--- src/hdl/crc8cfp_pkg.sv ---
// ----------------------------------------------------------------------------
// crc8cfp_pkg
// shared types, constants and the byte-wide crc-8 update for the frame parser
// ----------------------------------------------------------------------------
package crc8cfp_pkg;

    localparam int unsigned FRAME_LEN = 7;
    localparam int unsigned CRC_LEN   = 6;
    localparam int unsigned POS_W     = 3;

    localparam logic [7:0] CRC_POLY_REFL = 8'h18;
    localparam logic [7:0] CRC_TOP_BIT   = 8'h80;
    localparam logic [7:0] CRC_LSB       = 8'h01;
    localparam logic [7:0] HDR0          = 8'h59;  // 'Y'
    localparam logic [7:0] HDR1          = 8'h4C;  // 'L'
    localparam logic [7:0] CMD_BYTE      = 8'h52;

    localparam logic [POS_W-1:0] POS_HDR0  = 3'd0;
    localparam logic [POS_W-1:0] POS_HDR1  = 3'd1;
    localparam logic [POS_W-1:0] POS_CMD   = 3'd2;
    localparam logic [POS_W-1:0] POS_DIR   = 3'd3;
    localparam logic [POS_W-1:0] POS_SPDHI = 3'd4;
    localparam logic [POS_W-1:0] POS_SPDLO = 3'd5;
    localparam logic [POS_W-1:0] POS_CRC   = POS_W'(CRC_LEN);

    localparam int unsigned OUT_TDATA_W = 24;

    typedef enum logic [2:0] {
        ST_ACCEPTED  = 3'd0,
        ST_CRC_ERR   = 3'd1,
        ST_BAD_HDR   = 3'd2,
        ST_BAD_CMD   = 3'd3,
        ST_BAD_DIR   = 3'd4
    } t_status;

    typedef struct packed {
        logic [15:0] target_speed;
        logic        direction;
        t_status     status;
    } t_result;

    // reflected crc-8, dallas/maxim form, one input byte per call
    function automatic logic [7:0] crc8_update(input logic [7:0] crc, input logic [7:0] b);
        logic [7:0] c;
        logic [7:0] d;
        c = crc;
        d = b;
        for (int k = 0; k < 8; k++) begin
            if (((c ^ d) & CRC_LSB) == 8'd0) begin
                c = c >> 1;
            end else begin
                c = ((c ^ CRC_POLY_REFL) >> 1) | CRC_TOP_BIT;
            end
            d = d >> 1;
        end
        return c;
    endfunction

endpackage

--- src/hdl/crc8cfp_frame.sv ---
// ----------------------------------------------------------------------------
// crc8cfp_frame
// per-frame state: byte position, running crc, check flags, held command
// ----------------------------------------------------------------------------
module crc8cfp_frame (
    input  logic                  i_clk,
    input  logic                  i_rst_n,
    input  logic                  i_advance,
    input  logic [7:0]            i_byte,
    output logic                  o_last,
    output crc8cfp_pkg::t_result  o_result
);

    logic [crc8cfp_pkg::POS_W-1:0] r_pos, n_pos;
    logic [7:0] r_crc, n_crc;
    logic       r_hdr_bad, n_hdr_bad;
    logic       r_cmd_bad, n_cmd_bad;
    logic [7:0] r_dir_byte, n_dir_byte;
    logic [7:0] r_spd_hi, n_spd_hi;
    logic [7:0] r_spd_lo, n_spd_lo;
    logic       r_held_dir, n_held_dir;
    logic [15:0] r_held_spd, n_held_spd;
    crc8cfp_pkg::t_status status;

    // positions past the crc byte cannot occur from reset, treated as last
    assign o_last = (r_pos >= crc8cfp_pkg::POS_CRC);

    always_comb begin
        if (r_crc != i_byte) begin
            status = crc8cfp_pkg::ST_CRC_ERR;
        end else if (r_hdr_bad) begin
            status = crc8cfp_pkg::ST_BAD_HDR;
        end else if (r_cmd_bad) begin
            status = crc8cfp_pkg::ST_BAD_CMD;
        end else if (r_dir_byte > 8'd1) begin
            status = crc8cfp_pkg::ST_BAD_DIR;
        end else begin
            status = crc8cfp_pkg::ST_ACCEPTED;
        end
    end

    always_comb begin
        o_result.status = status;
        if (status == crc8cfp_pkg::ST_ACCEPTED) begin
            o_result.direction    = r_dir_byte[0];
            o_result.target_speed = {r_spd_hi, r_spd_lo};
        end else begin
            o_result.direction    = r_held_dir;
            o_result.target_speed = r_held_spd;
        end
    end

    always_comb begin
        n_pos      = r_pos;
        n_crc      = r_crc;
        n_hdr_bad  = r_hdr_bad;
        n_cmd_bad  = r_cmd_bad;
        n_dir_byte = r_dir_byte;
        n_spd_hi   = r_spd_hi;
        n_spd_lo   = r_spd_lo;
        n_held_dir = r_held_dir;
        n_held_spd = r_held_spd;
        if (i_advance) begin
            if (o_last) begin
                n_pos      = '0;
                n_crc      = '0;
                n_hdr_bad  = 1'b0;
                n_cmd_bad  = 1'b0;
                n_held_dir = o_result.direction;
                n_held_spd = o_result.target_speed;
            end else begin
                n_pos = r_pos + 1'b1;
                n_crc = crc8cfp_pkg::crc8_update(r_crc, i_byte);
                case (r_pos)
                    crc8cfp_pkg::POS_HDR0: begin
                        if (i_byte != crc8cfp_pkg::HDR0) n_hdr_bad = 1'b1;
                    end
                    crc8cfp_pkg::POS_HDR1: begin
                        if (i_byte != crc8cfp_pkg::HDR1) n_hdr_bad = 1'b1;
                    end
                    crc8cfp_pkg::POS_CMD: begin
                        if (i_byte != crc8cfp_pkg::CMD_BYTE) n_cmd_bad = 1'b1;
                    end
                    crc8cfp_pkg::POS_DIR: begin
                        n_dir_byte = i_byte;
                    end
                    crc8cfp_pkg::POS_SPDHI: begin
                        n_spd_hi = i_byte;
                    end
                    default: begin
                        n_spd_lo = i_byte;
                    end
                endcase
            end
        end
    end

    always_ff @(posedge i_clk) begin
        if (!i_rst_n) begin
            r_pos      <= '0;
            r_crc      <= '0;
            r_hdr_bad  <= 1'b0;
            r_cmd_bad  <= 1'b0;
            r_dir_byte <= '0;
            r_spd_hi   <= '0;
            r_spd_lo   <= '0;
            r_held_dir <= 1'b0;
            r_held_spd <= '0;
        end else begin
            r_pos      <= n_pos;
            r_crc      <= n_crc;
            r_hdr_bad  <= n_hdr_bad;
            r_cmd_bad  <= n_cmd_bad;
            r_dir_byte <= n_dir_byte;
            r_spd_hi   <= n_spd_hi;
            r_spd_lo   <= n_spd_lo;
            r_held_dir <= n_held_dir;
            r_held_spd <= n_held_spd;
        end
    end

endmodule

--- src/hdl/crc8cfp_out.sv ---
// ----------------------------------------------------------------------------
// crc8cfp_out
// result register, holds one result until the downstream takes it
// ----------------------------------------------------------------------------
module crc8cfp_out (
    input  logic                  i_clk,
    input  logic                  i_rst_n,
    input  logic                  i_load,
    input  crc8cfp_pkg::t_result  i_result,
    input  logic                  i_ready,
    output logic                  o_can_load,
    output logic                  o_valid,
    output crc8cfp_pkg::t_result  o_result
);

    logic                 r_valid, n_valid;
    crc8cfp_pkg::t_result r_result;

    assign o_can_load = !r_valid || i_ready;

    always_comb begin
        n_valid = r_valid;
        if (i_load) begin
            n_valid = 1'b1;
        end else if (i_ready) begin
            n_valid = 1'b0;
        end
    end

    always_ff @(posedge i_clk) begin
        if (!i_rst_n) begin
            r_valid <= 1'b0;
        end else begin
            r_valid <= n_valid;
        end
    end

    always_ff @(posedge i_clk) begin
        if (i_load) begin
            r_result <= i_result;
        end
    end

    assign o_valid  = r_valid;
    assign o_result = r_result;

endmodule

--- src/hdl/crc8_checked_command_frame_parser.sv ---
// ----------------------------------------------------------------------------
// crc8_checked_command_frame_parser
// checks 7-byte command frames with a crc-8 and reports status per frame
// ----------------------------------------------------------------------------
// usage:
//   slave stream takes one received byte per transaction; bytes are grouped
//   into fixed 7-byte frames counted from reset, no resynchronisation
//   master stream gives one result per frame, on the seventh byte: status,
//   direction and target speed of the last accepted command
//   a byte is held in an input register, then the crc step, checks and
//   frame state update run combinationally into the result register
//   path: input register, then result register, to o_m_axis_tvalid
//   throughput: one byte per cycle unless the result register stalls
//   reset clears the frame position, crc, flags and the held command
//   when the receiver stalls, the result register holds; the input register
//   still drains bytes 0..5 of the next frame, and the seventh byte waits
//   there, so o_s_axis_tready drops only once both are full
// ----------------------------------------------------------------------------
module crc8_checked_command_frame_parser (
    input  logic        i_clk,
    input  logic        i_rst_n,
    input  logic        i_s_axis_tvalid,
    output logic        o_s_axis_tready,
    input  logic [7:0]  i_s_axis_tdata,  // [7:0] data_byte
    output logic        o_m_axis_tvalid,
    input  logic        i_m_axis_tready,
    output logic [23:0] o_m_axis_tdata   // [2:0] status, [3] direction,
                                         // [19:4] target_speed, [23:20] zero
);

    logic                 r_in_valid, n_in_valid;
    logic [7:0]           r_in_byte;
    logic                 in_accept;
    logic                 advance;
    logic                 frame_last;
    logic                 out_can_load;
    logic                 out_valid;
    crc8cfp_pkg::t_result frame_result;
    crc8cfp_pkg::t_result out_result;

    assign advance         = r_in_valid && (!frame_last || out_can_load);
    assign o_s_axis_tready = !r_in_valid || advance;
    assign in_accept       = i_s_axis_tvalid && o_s_axis_tready;

    always_comb begin
        n_in_valid = r_in_valid;
        if (in_accept) begin
            n_in_valid = 1'b1;
        end else if (advance) begin
            n_in_valid = 1'b0;
        end
    end

    always_ff @(posedge i_clk) begin
        if (!i_rst_n) begin
            r_in_valid <= 1'b0;
        end else begin
            r_in_valid <= n_in_valid;
        end
    end

    always_ff @(posedge i_clk) begin
        if (in_accept) begin
            r_in_byte <= i_s_axis_tdata;
        end
    end

    crc8cfp_frame u_frame (
        .i_clk    (i_clk),
        .i_rst_n  (i_rst_n),
        .i_advance(advance),
        .i_byte   (r_in_byte),
        .o_last   (frame_last),
        .o_result (frame_result)
    );

    crc8cfp_out u_out (
        .i_clk     (i_clk),
        .i_rst_n   (i_rst_n),
        .i_load    (advance && frame_last),
        .i_result  (frame_result),
        .i_ready   (i_m_axis_tready),
        .o_can_load(out_can_load),
        .o_valid   (out_valid),
        .o_result  (out_result)
    );

    assign o_m_axis_tvalid = out_valid;
    assign o_m_axis_tdata  = {4'd0, out_result.target_speed, out_result.direction,
                              out_result.status};

    // an empty input register always takes a byte
    a_in_empty_ready: assert property (@(posedge i_clk) disable iff (!i_rst_n)
        !r_in_valid |-> o_s_axis_tready)
        else $error("input register empty but not ready");

    // a frame's last byte always lands in the result register
    a_last_loads: assert property (@(posedge i_clk) disable iff (!i_rst_n)
        (advance && frame_last) |=> o_m_axis_tvalid)
        else $error("last byte did not produce a result");

    // status code stays within the defined codes
    a_status_range: assert property (@(posedge i_clk) disable iff (!i_rst_n)
        o_m_axis_tvalid |-> (o_m_axis_tdata[2:0] <= crc8cfp_pkg::ST_BAD_DIR))
        else $error("status code out of range");

    // an accepted frame reports the target speed it just carried
    a_accept_cmd: assert property (@(posedge i_clk) disable iff (!i_rst_n)
        (advance && frame_last && frame_result.status == crc8cfp_pkg::ST_ACCEPTED)
        |=> (o_m_axis_tdata[19:4] == $past(frame_result.target_speed)))
        else $error("accepted frame speed mismatch");

endmodule
--- config.mk ---
export PLATFORM = sky130hd
export DESIGN_NAME = crc8_checked_command_frame_parser
export DESIGN_NICKNAME = d
export VERILOG_FILES = /design/src/hdl/crc8cfp_pkg.sv /design/src/hdl/crc8cfp_frame.sv /design/src/hdl/crc8cfp_out.sv /design/src/hdl/crc8_checked_command_frame_parser.sv
export SDC_FILE = /design/constraint.sdc
export NUM_CORES = 1
export LEC_CHECK = 0
export BUFFER_PORTS_ARGS = -buffer_cell sky130_fd_sc_hd__buf_4
export CAP_MARGIN = 20
export CORE_ASPECT_RATIO = 0.8
export CORE_MARGIN = 8
export CORE_UTILIZATION = 25
export CTS_BUF_LIST = sky130_fd_sc_hd__clkbuf_4 sky130_fd_sc_hd__clkbuf_8
export CTS_CLUSTER_DIAMETER = 80
export DETAILED_ROUTE_END_ITERATION = 8
export HOLD_SLACK_MARGIN = 0.08
export PLACE_DENSITY_LB_ADDON = 0.12
export SLEW_MARGIN = 10
export SYNTH_ARGS = -nofsm -noshare
export SYNTH_HDL_FRONTEND = slang
export SYNTH_HIERARCHICAL = 1
export SYNTH_SLANG_ARGS = --single-unit
--- constraint.sdc ---
create_clock -name i_clk -period 2.9 [get_ports i_clk]
set_input_delay 0.29 -clock i_clk [delete_from_list [all_inputs] [get_ports i_clk]]
set_output_delay 0.29 -clock i_clk [all_outputs]
set_load 0.02 [all_outputs]
== Word-level counts from Yosys, hierarchy flattened ==
Cells that the tools add are included.
Widths: inputs -> output; s select.

* Flip-flop bits (word level): 84
* Input bits: 12
* Word-level logic and storage cells: 117

* $add $sub $neg: 1
* Order comparisons: 2
* Eq/ne operators: 10
* Mux-type cells: 40
* Bitwise logic cells: 18
* Reductions and logical operators: 31

{| class="wikitable"
|+ Operator list
! operator !! count
|-
| $mux 8 || 23
|-
| $logic_not 8->1 || 8
|-
| $ne 8x7->1 const B || 3
|-
| $mux 17 || 1
|-
| $not 2->2 || 8
|-
| $mux 3 || 5
|-
| $reduce_and 3->1 || 4
|-
| $mux 1 || 10
|-
| $gt 8x1->1 const B || 1
|-
| $ne 8x8->1 || 1
|-
| $reduce_bool 2->1 || 4
|-
| $xor 1x1->1 || 8
|-
| $eq 3x2->1 const B || 2
|-
| $logic_not 3->1 || 2
|-
| $ne 3x2->1 const B || 2
|-
| $reduce_or 5->1 || 1
|-
| $reduce_and 4->1 || 1
|-
| $add 3x1->3 const B || 1
|-
| $eq 3x1->1 const B || 1
|-
| $eq 3x3->1 const B || 1
|-
| $ge 3x3->1 const B || 1
|-
| $logic_and 1x1->1 || 3
|-
| $logic_not 1->1 || 3
|-
| $logic_or 1x1->1 || 3
|-
| 4 further kinds || 5
|}

== Depth between registers and ports, before layout ==
Gate-level depths: netlist of run 1.

* Depth after elaboration: 39
* Gate-level depth with buffers: 12
* Mapped depth without buffers: 9

== Hierarchy ==
Netlist of run 1, hierarchy kept.

{| class="wikitable"
|+ By module, submodules not included
! module !! instances !! cells an instance !! area each (um^2) !! sequential area each (um^2)
|-
| crc8cfp_frame || 1 || 281 || 2970.3 || 1081.0
|-
| crc8cfp_out || 1 || 24 || 649.4 || 620.6
|-
| crc8_checked_command_frame_parser || 1 || 21 || 356.6 || 260.2
|}

== Worst setup path before layout of run 1 ==
Ideal clock, no wire load.

* Path kind: register to register
* Start point: register u_frame/r_pos[0] (netlist name)
* End point: register u_frame.r_spd_lo[0]
* Setup time: 0.117 ns
* Data arrival time: 2.358 ns
* Required time: 2.783 ns
* Setup slack: 0.425 ns
* Stages on the path, launching flop included: 12
* Cells stage by stage: dfxtp_1 inv_1 ha_1 o21ai_2 inv_1 a21boi_0 clkbuf_8 nand2_1 or4_1 buf_2 mux2i_1 nor2b_1

* Word-level cells in the longest chain between the ends: 5
* Elaborated cells on any way between the ends: 13

{| class="wikitable"
|+ RTL lines
! element !! line !! source
|-
| start, declared || crc8cfp_frame.sv:14 || <nowiki>logic [crc8cfp_pkg::POS_W-1:0] r_pos, n_pos;</nowiki>
|-
| start signal, assigned || crc8cfp_frame.sv:110 || <nowiki>r_pos <= n_pos;</nowiki>
|-
| $ge 3x3->1 || crc8cfp_frame.sv:26 || <nowiki>assign o_last = (r_pos >= crc8cfp_pkg::POS_CRC);</nowiki>
|-
| via frame_last || crc8_checked_command_frame_parser.sv:35 || <nowiki>logic frame_last;</nowiki>
|-
| $logic_not 1->1 || crc8_checked_command_frame_parser.sv:41 || <nowiki>assign advance = r_in_valid && (!frame_last || out_can_load);</nowiki>
|-
| $logic_or 1x1->1 || crc8_checked_command_frame_parser.sv:41 ||
|-
| $logic_and 1x1->1 || crc8_checked_command_frame_parser.sv:41 ||
|-
| via advance || crc8_checked_command_frame_parser.sv:34 || <nowiki>logic advance;</nowiki>
|-
| $reduce_and 3->1 (no source line) || n/a ||
|-
| end signal, assigned || crc8cfp_frame.sv:116 || <nowiki>r_spd_lo <= n_spd_lo;</nowiki>
|-
| end, declared || crc8cfp_frame.sv:20 || <nowiki>logic [7:0] r_spd_lo, n_spd_lo;</nowiki>
|}

The timed path passes the listed nets, and every way through them passes these cells.
A chain may end at the register's enable or synchronous reset.

== Worst setup path in the final report of run 1 ==
* Start point: register u_frame/r_pos[0] (netlist name)
* End point: register u_frame.r_spd_lo[7]

Same word-level chain as after synthesis.

==> reports/metrics.cfg, run 1 <==
[status]
status=finished, final reports clean

[clocking]
root_buffer=clkbuf_8
cts_max_level=3
clkLatencyLatePin_ns=0.37
numCtsBuffers=9
cts_buffer_depth=2
cts_tree=done
cts_setup_buffers=0
cts.reportedPaths.clkPinSlew_ns=0.09
cts_sinks=84

[yosys]
synth_edf_count=28
synth-seq-cells=84
synth_area_per_cell_um2=12.2
synth_seq_area_share_pct=49.3
ys_warn_count=6
yosysTopAreaCell=dfxtp_1
synthTopCellsByArea=dfxtp_1, edfxtp_1, mux2i_1
synth_ff_type=dfxtp_1
synth_area_mm2=0.00398
synth-async-reset-ratio_pct=0
synth_top_area_share_pct=28.2
syn_inst=326
synth_cell_types=57

[route]
postRouteAntennaNets=0
dr.pass1.iters=4
drc=0
viasPerCell=4.08
wirelength_um=8890
met3_length_um=409
met1_length_um=4520
vias=2388
dr.max_layer_used=met4
wl_met2_um=3870
post_drt_wl_per_cell_um=15.2
drtIter0Drc=100

[cells_and_area]
layout-drive-gt1-share_pct=24.8
final_cell_mix=dfxtp_1, buf_4, nor2b_1, mux2i_1, edfxtp_1
antenna-diode-count=0
area_growth_pct=18.9
final_net_count=384
fin_util_pct=30.2
final_common_cell=dfxtp_1
post-route-cell-area_mm2=0.00473

[global_routing]
gr-total-overflow=0
grt_pass1_wl_um=13900
grt_max_degree=57
first_global_vias=2380
grt_usage_pct=9.18
antenna_found_initial=0

[power_and_ir_drop]
power_uw=2850
leakage_uw=0.00182
power.density_mw_per_mm2=603
peakVddDrop_v=0.000189

[critical_path]
timing.rr.end=u_frame/r_spd_lo[7]
crit_top_cell=inv_1
worst-path-stages=9
rrSetupSlack_ns=0.34
arrival_ns=2.82
setup.worst_path.start=u_frame/r_pos[0]
crit_path_max_fanout=8
start_kind=flop
slowest_delay_ns=0.76
path_cells=inv_1, ha_1, o21ai_2, inv_1, a21boi_1, nand2_1, or4_1, mux2i_1, nor2b_1
worstSetupPathType=reg2reg
crit_path_end_kind=flop
required_ns=3.16
slowest_stage=or4_1
ff2ff_path_depth=9
path_delay_family=simple AND/OR/NAND/NOR gates
path_buf_inv=2
rr_startpoint=u_frame/r_pos[0]

[timing]
finalCritPeriodShare_pct=88.4
setup_violations=0
period_needed_ns=2.56
finClkSkew_ns=0.0168
slew_violations=0
rsz0062_at_grt=no
setup_tns_ns=0
max_freq_mhz=390
maxSlewHeadroom_pct=60.0
hold_violations=0
worstMarginPinSlew_ns=0.600

[placement]
portBuffers=33
dpl-instance-area_mm2=0.00447
dpl.hpwl_um=6200
place.gp.congestion=0.777

[floorplanning]
core_region_area_mm2=0.0156
die_h_um=129
core.rowCount=41
die_w_um=157
initial_utilization_pct=25.4
pin_count=38
die-area_mm2=0.0202

[hold_path]
hold_path_depth=1
whs_endpoint=r_in_byte[5]
min-delay-start=i_s_axis_tdata[5]
hold_path_class=in2reg

[run]
max-cap-violations=0

-- power breakdown --
group          internal, uW  switching [uW]  total (uW)
registers              1260            68.6        1320
logic                   250             242         492
clock network           584             451        1040
-- area by class of cell --
class,instances,area [um2]
flip-flops and latches,84,1960
clock buffers,10,131
clock inverters,6,111
fillers,1607,10900
multi-input cells,213,1850
repair buffers,45,355
well taps,215,269
inverters,13,48.8
-- flip-flops by register name (all words and copies together) (netlist names) --
| register | flops |
|---|---|
| u_out/o_result | 20 |
| r_in_byte | 8 |
| u_frame/r_spd_lo | 8 |
| u_frame/r_cmd_bad | 1 |
| u_frame/r_held_dir | 1 |
| u_frame/r_hdr_bad | 1 |
| r_in_valid | 1 |
| u_frame/r_held_spd | 16 |
| u_out/o_valid | 1 |
| u_frame/r_crc | 8 |
| u_frame/r_spd_hi | 8 |
| u_frame/r_pos | 3 |
| u_frame/r_dir_byte | 8 |
-- cell families after synthesis --
kind of cell / Yosys count / synth area share, %
compound gates: 27 / 4.97
xor+xnor: 21 / 8.09
fa+ha+maj: 6 / 1.89
buf+inv: 32 / 4.59
flops: 84 / 49.3
mux: 51 / 14.3
other cells: 1 / 0.0943
simple gates: 104 / 16.7
-- through the flow --
step                hold slack, ns  cells  setup slack [ns]
finish                       0.107    586             0.338
global route                0.0825    586             0.128
CTS                         0.0858    584             0.325
detailed placement           0.447    568             0.333
global placement             0.443    568             0.415
floorplan                    0.389    329             0.425
-- timing repair --
| action | 4_1_cts | 5_1_grt |
|---|---|---|
| hold buffers | 0 | 2 |
| endpoints found under the hold margin | 0 | 2 |
| endpoints found under the setup margin | 0 | 0 |
| gates resized for setup | 0 | 0 |
-- layer usage --
metal | vias up | track usage [%]
met5 | - | 0
met4 | 0 | 2.59
met3 | 8 | 3.25
met2 | 46 | 13.5
met1 | 1131 | 12.4
li1 | 1203 | -
-- cell usage after synthesis (3+ instances only) --
cell type,n
nand3_1,13
dfxtp_1,56
edfxtp_1,28
nor2_1,8
xnor2_1,8
and2_1,6
nor3_1,3
a21boi_1,10
clkbuf_1,8
nand4_2,3
xor2_1,4
nand2_1,14
ha_1,6
xnor2_4,5
o22ai_1,3
mux2_1,7
mux2_4,10
mux2i_1,34
inv_1,13
buf_4,5
nor2b_1,38
-- how the worst max path moves through the flow --
stage,end,slack [ns]
final,u_frame/r_spd_lo[7],0.34
after global routing,u_frame/r_dir_byte[0],0.13
after CTS,u_frame/r_spd_lo[7],0.33
after detailed placement,u_frame/r_spd_lo[7],0.33
after global placement,u_frame/r_spd_lo[4],0.42
after floorplan,u_frame/r_spd_lo[0],0.43
Power figures use the tool's default switching activity.
==> inputs of run 2 (changes only) <==
Settings changed: PLACE_DENSITY from default to 0.41, PLACE_DENSITY_LB_ADDON 0.12 to default.
==> reports/metrics.cfg, run 2 (synthesized netlist as in run 1, its figures left out) <==
[hold_path]
hold_path_depth=1  ; unchanged
min-delay-start=i_s_axis_tdata[3]
whs_endpoint=r_in_byte[3]
hold_path_class=in2reg

[power_and_ir_drop]
power_uw=2670  ; -6.5%
switchingPower_uw=749  ; -1.7%
leakage_uw=0.00182  ; about the same
power_frac_comb_pct=18.9  ; +1.7 points
power_frac_seq_pct=49.7  ; +3.2 points
pwr-share-clk_pct=31.5  ; -4.8 points
swShare_pct=28.1  ; +1.4 points
peakVddDrop_v=0.000188  ; -0.84%
power.density_mw_per_mm2=565  ; -6.2%
p_int_uw=1920  ; -8.3%

[route]
dr.pass1.iters=4  ; unchanged
viasPerCell=4.13  ; +1.4%
postRouteAntennaNets=0  ; unchanged
drtIter0Drc=127  ; +27%
drc=0  ; unchanged
vias=2442  ; +2.3%
wirelength_um=8970  ; +0.92%
post_drt_wl_per_cell_um=15.2  ; about the same

[placement]
portBuffers=33  ; unchanged
place.gp.congestion=0.797  ; +2.6%
dpl.hpwl_um=6380  ; +2.9%

[floorplanning]
die-area_mm2=0.0202  ; unchanged
die_w_um=157  ; unchanged
initial_utilization_pct=25.4  ; unchanged
pin_count=38  ; unchanged
core.rowCount=41  ; unchanged
die_h_um=129  ; unchanged
core_region_area_mm2=0.0156  ; unchanged

[timing]
setup_tns_ns=0  ; unchanged
finalCritPeriodShare_pct=89.8  ; +1.5 points
max_freq_mhz=384  ; -1.7%
slew_violations=0  ; unchanged
finClkSkew_ns=0.0111  ; -0.00576 ns
setup_violations=0  ; unchanged
rsz0062_at_grt=no
hold_violations=0  ; unchanged
period_needed_ns=2.61  ; +0.0431 ns
worstMarginPinSlew_ns=0.630  ; +0.0299 ns
maxSlewHeadroom_pct=57.6  ; -2.4 points

[clocking]
cts_max_level=3  ; unchanged
numCtsBuffers=9  ; unchanged
clkLatencyLatePin_ns=0.36  ; about the same
cts_buffer_depth=2  ; unchanged
cts.reportedPaths.clkPinSlew_ns=0.08  ; about the same
root_buffer=clkbuf_8
cts_tree=done
cts_sinks=84  ; unchanged

[critical_path]
crit_top_cell=inv_1
crit_path_end_kind=flop
required_ns=3.16  ; about the same
rrSetupSlack_ns=0.29  ; -0.04 ns
arrival_ns=2.86  ; +0.04 ns
rr_startpoint=u_frame/r_pos[0]
start_kind=flop
crit_path_max_fanout=8  ; unchanged
ff2ff_path_depth=9  ; unchanged
path_cells=inv_1, ha_1, o21ai_2, inv_1, a21boi_1, nand2_1, or4_1, mux2i_1, nor2b_1
slowest_stage=or4_1
slowest_delay_ns=0.77  ; about the same
worstSetupPathType=reg2reg
timing.rr.end=u_frame/r_spd_lo[2]

[cells_and_area]
final_cell_mix=dfxtp_1, buf_4, nor2b_1, mux2i_1, edfxtp_1
area_growth_pct=18.6
largest_reg_flops=20  ; unchanged
fillCellCount=1608  ; +0.062%
antenna-diode-count=0  ; unchanged
layout-drive-gt1-share_pct=25.0  ; +0.20 points
fin_util_pct=30.1  ; -0.088 points
final_common_cell=dfxtp_1
final_net_count=389  ; +1.3%

[global_routing]
grt_usage_pct=9.20  ; +0.021 points
gr-total-overflow=0  ; unchanged
antenna_found_initial=0  ; unchanged
grt_max_degree=57  ; unchanged
grt_pass1_wl_um=14000  ; +0.74%
first_global_vias=2490  ; +4.6%

[status]
status=finished, final reports clean

[run]
max-cap-violations=0  ; unchanged

[run 2: layer usage]
metal / global-route usage (%) / share of wire (%) / vias up
li1: - / - / 1212
met1: 12.4 / 52 / 1174
met2: 13.7 / 42 / 46
met3: 2.95 / 5.0 / 10
met4: 2.88 / 0.89 / 0
met5: 0 / 0 / -
[run 2: power by group through the flow]
stage          Clock, uW  Combinational [uW]  Sequential, uW
2_1_floorplan          0                 390            1340
3_3_place_gp           0                 508            1350
3_5_place_dp           0                 496            1350
4_1_cts              880                 504            1330
5_1_grt              919                 548            1330
6_report             838                 503            1320
[run 2: per-stage QoR]
step	cells	hold WS (ns)	worst slack [ns]	instance area [um2]
detailed placement	571	0.450	0.245	4480
global route	591	0.0844	0.0566	4720
floorplan	329	0.389	0.425	3990
global placement	571	0.446	0.341	4480
CTS	591	0.0804	0.228	4710
finish	591	0.111	0.295	4720
[run 2: layout make-up]
type | instances | area [um2] | share of cell area [%]
clock buffers | 10 | 131 | 2.79
clock inverters | 6 | 63.8 | 1.35
inverters | 13 | 48.8 | 1.03
multi-input cells | 213 | 1850 | 39.3
flip-flops and latches | 84 | 1960 | 41.6
well taps | 215 | 269 | 5.70
repair buffers | 50 | 389 | 8.25
[run 2: worst max-delay path, delay by kind of cell, from the launching register on]
family	cells	cell delay (ns)
AOI/OAI and AO/OA	2	0.42
adders and majority gates	1	0.24
buffers and inverters	2	0.19
DFF	1	0.41
muxes	1	0.24
and+or+nand+nor	3	1.00
[run 2: worst max path at each step]
stage                      from               endpoint  slack [ns]  cells after the start
6_report       u_frame/r_pos[0]    u_frame/r_spd_lo[2]        0.29                      9
5_1_grt        u_frame/r_pos[0]    u_frame/r_spd_lo[7]        0.06                      9
4_1_cts        u_frame/r_pos[0]  u_frame/r_held_spd[7]        0.23                     11
3_5_place_dp   u_frame/r_pos[0]  u_frame/r_held_spd[7]        0.24                     11
3_3_place_gp   u_frame/r_pos[0]  u_frame/r_held_spd[4]        0.34                     11
2_1_floorplan  u_frame/r_pos[0]    u_frame/r_spd_lo[0]        0.43                     11
[run 2: what timing repair did]
action                                  in CTS  in global routing
endpoints found under the setup margin       0                  4
buffers inserted                             0                  0
hold buffers                                 4                  0
gates resized for setup                      0                  1
endpoints found under the hold margin        4                  0
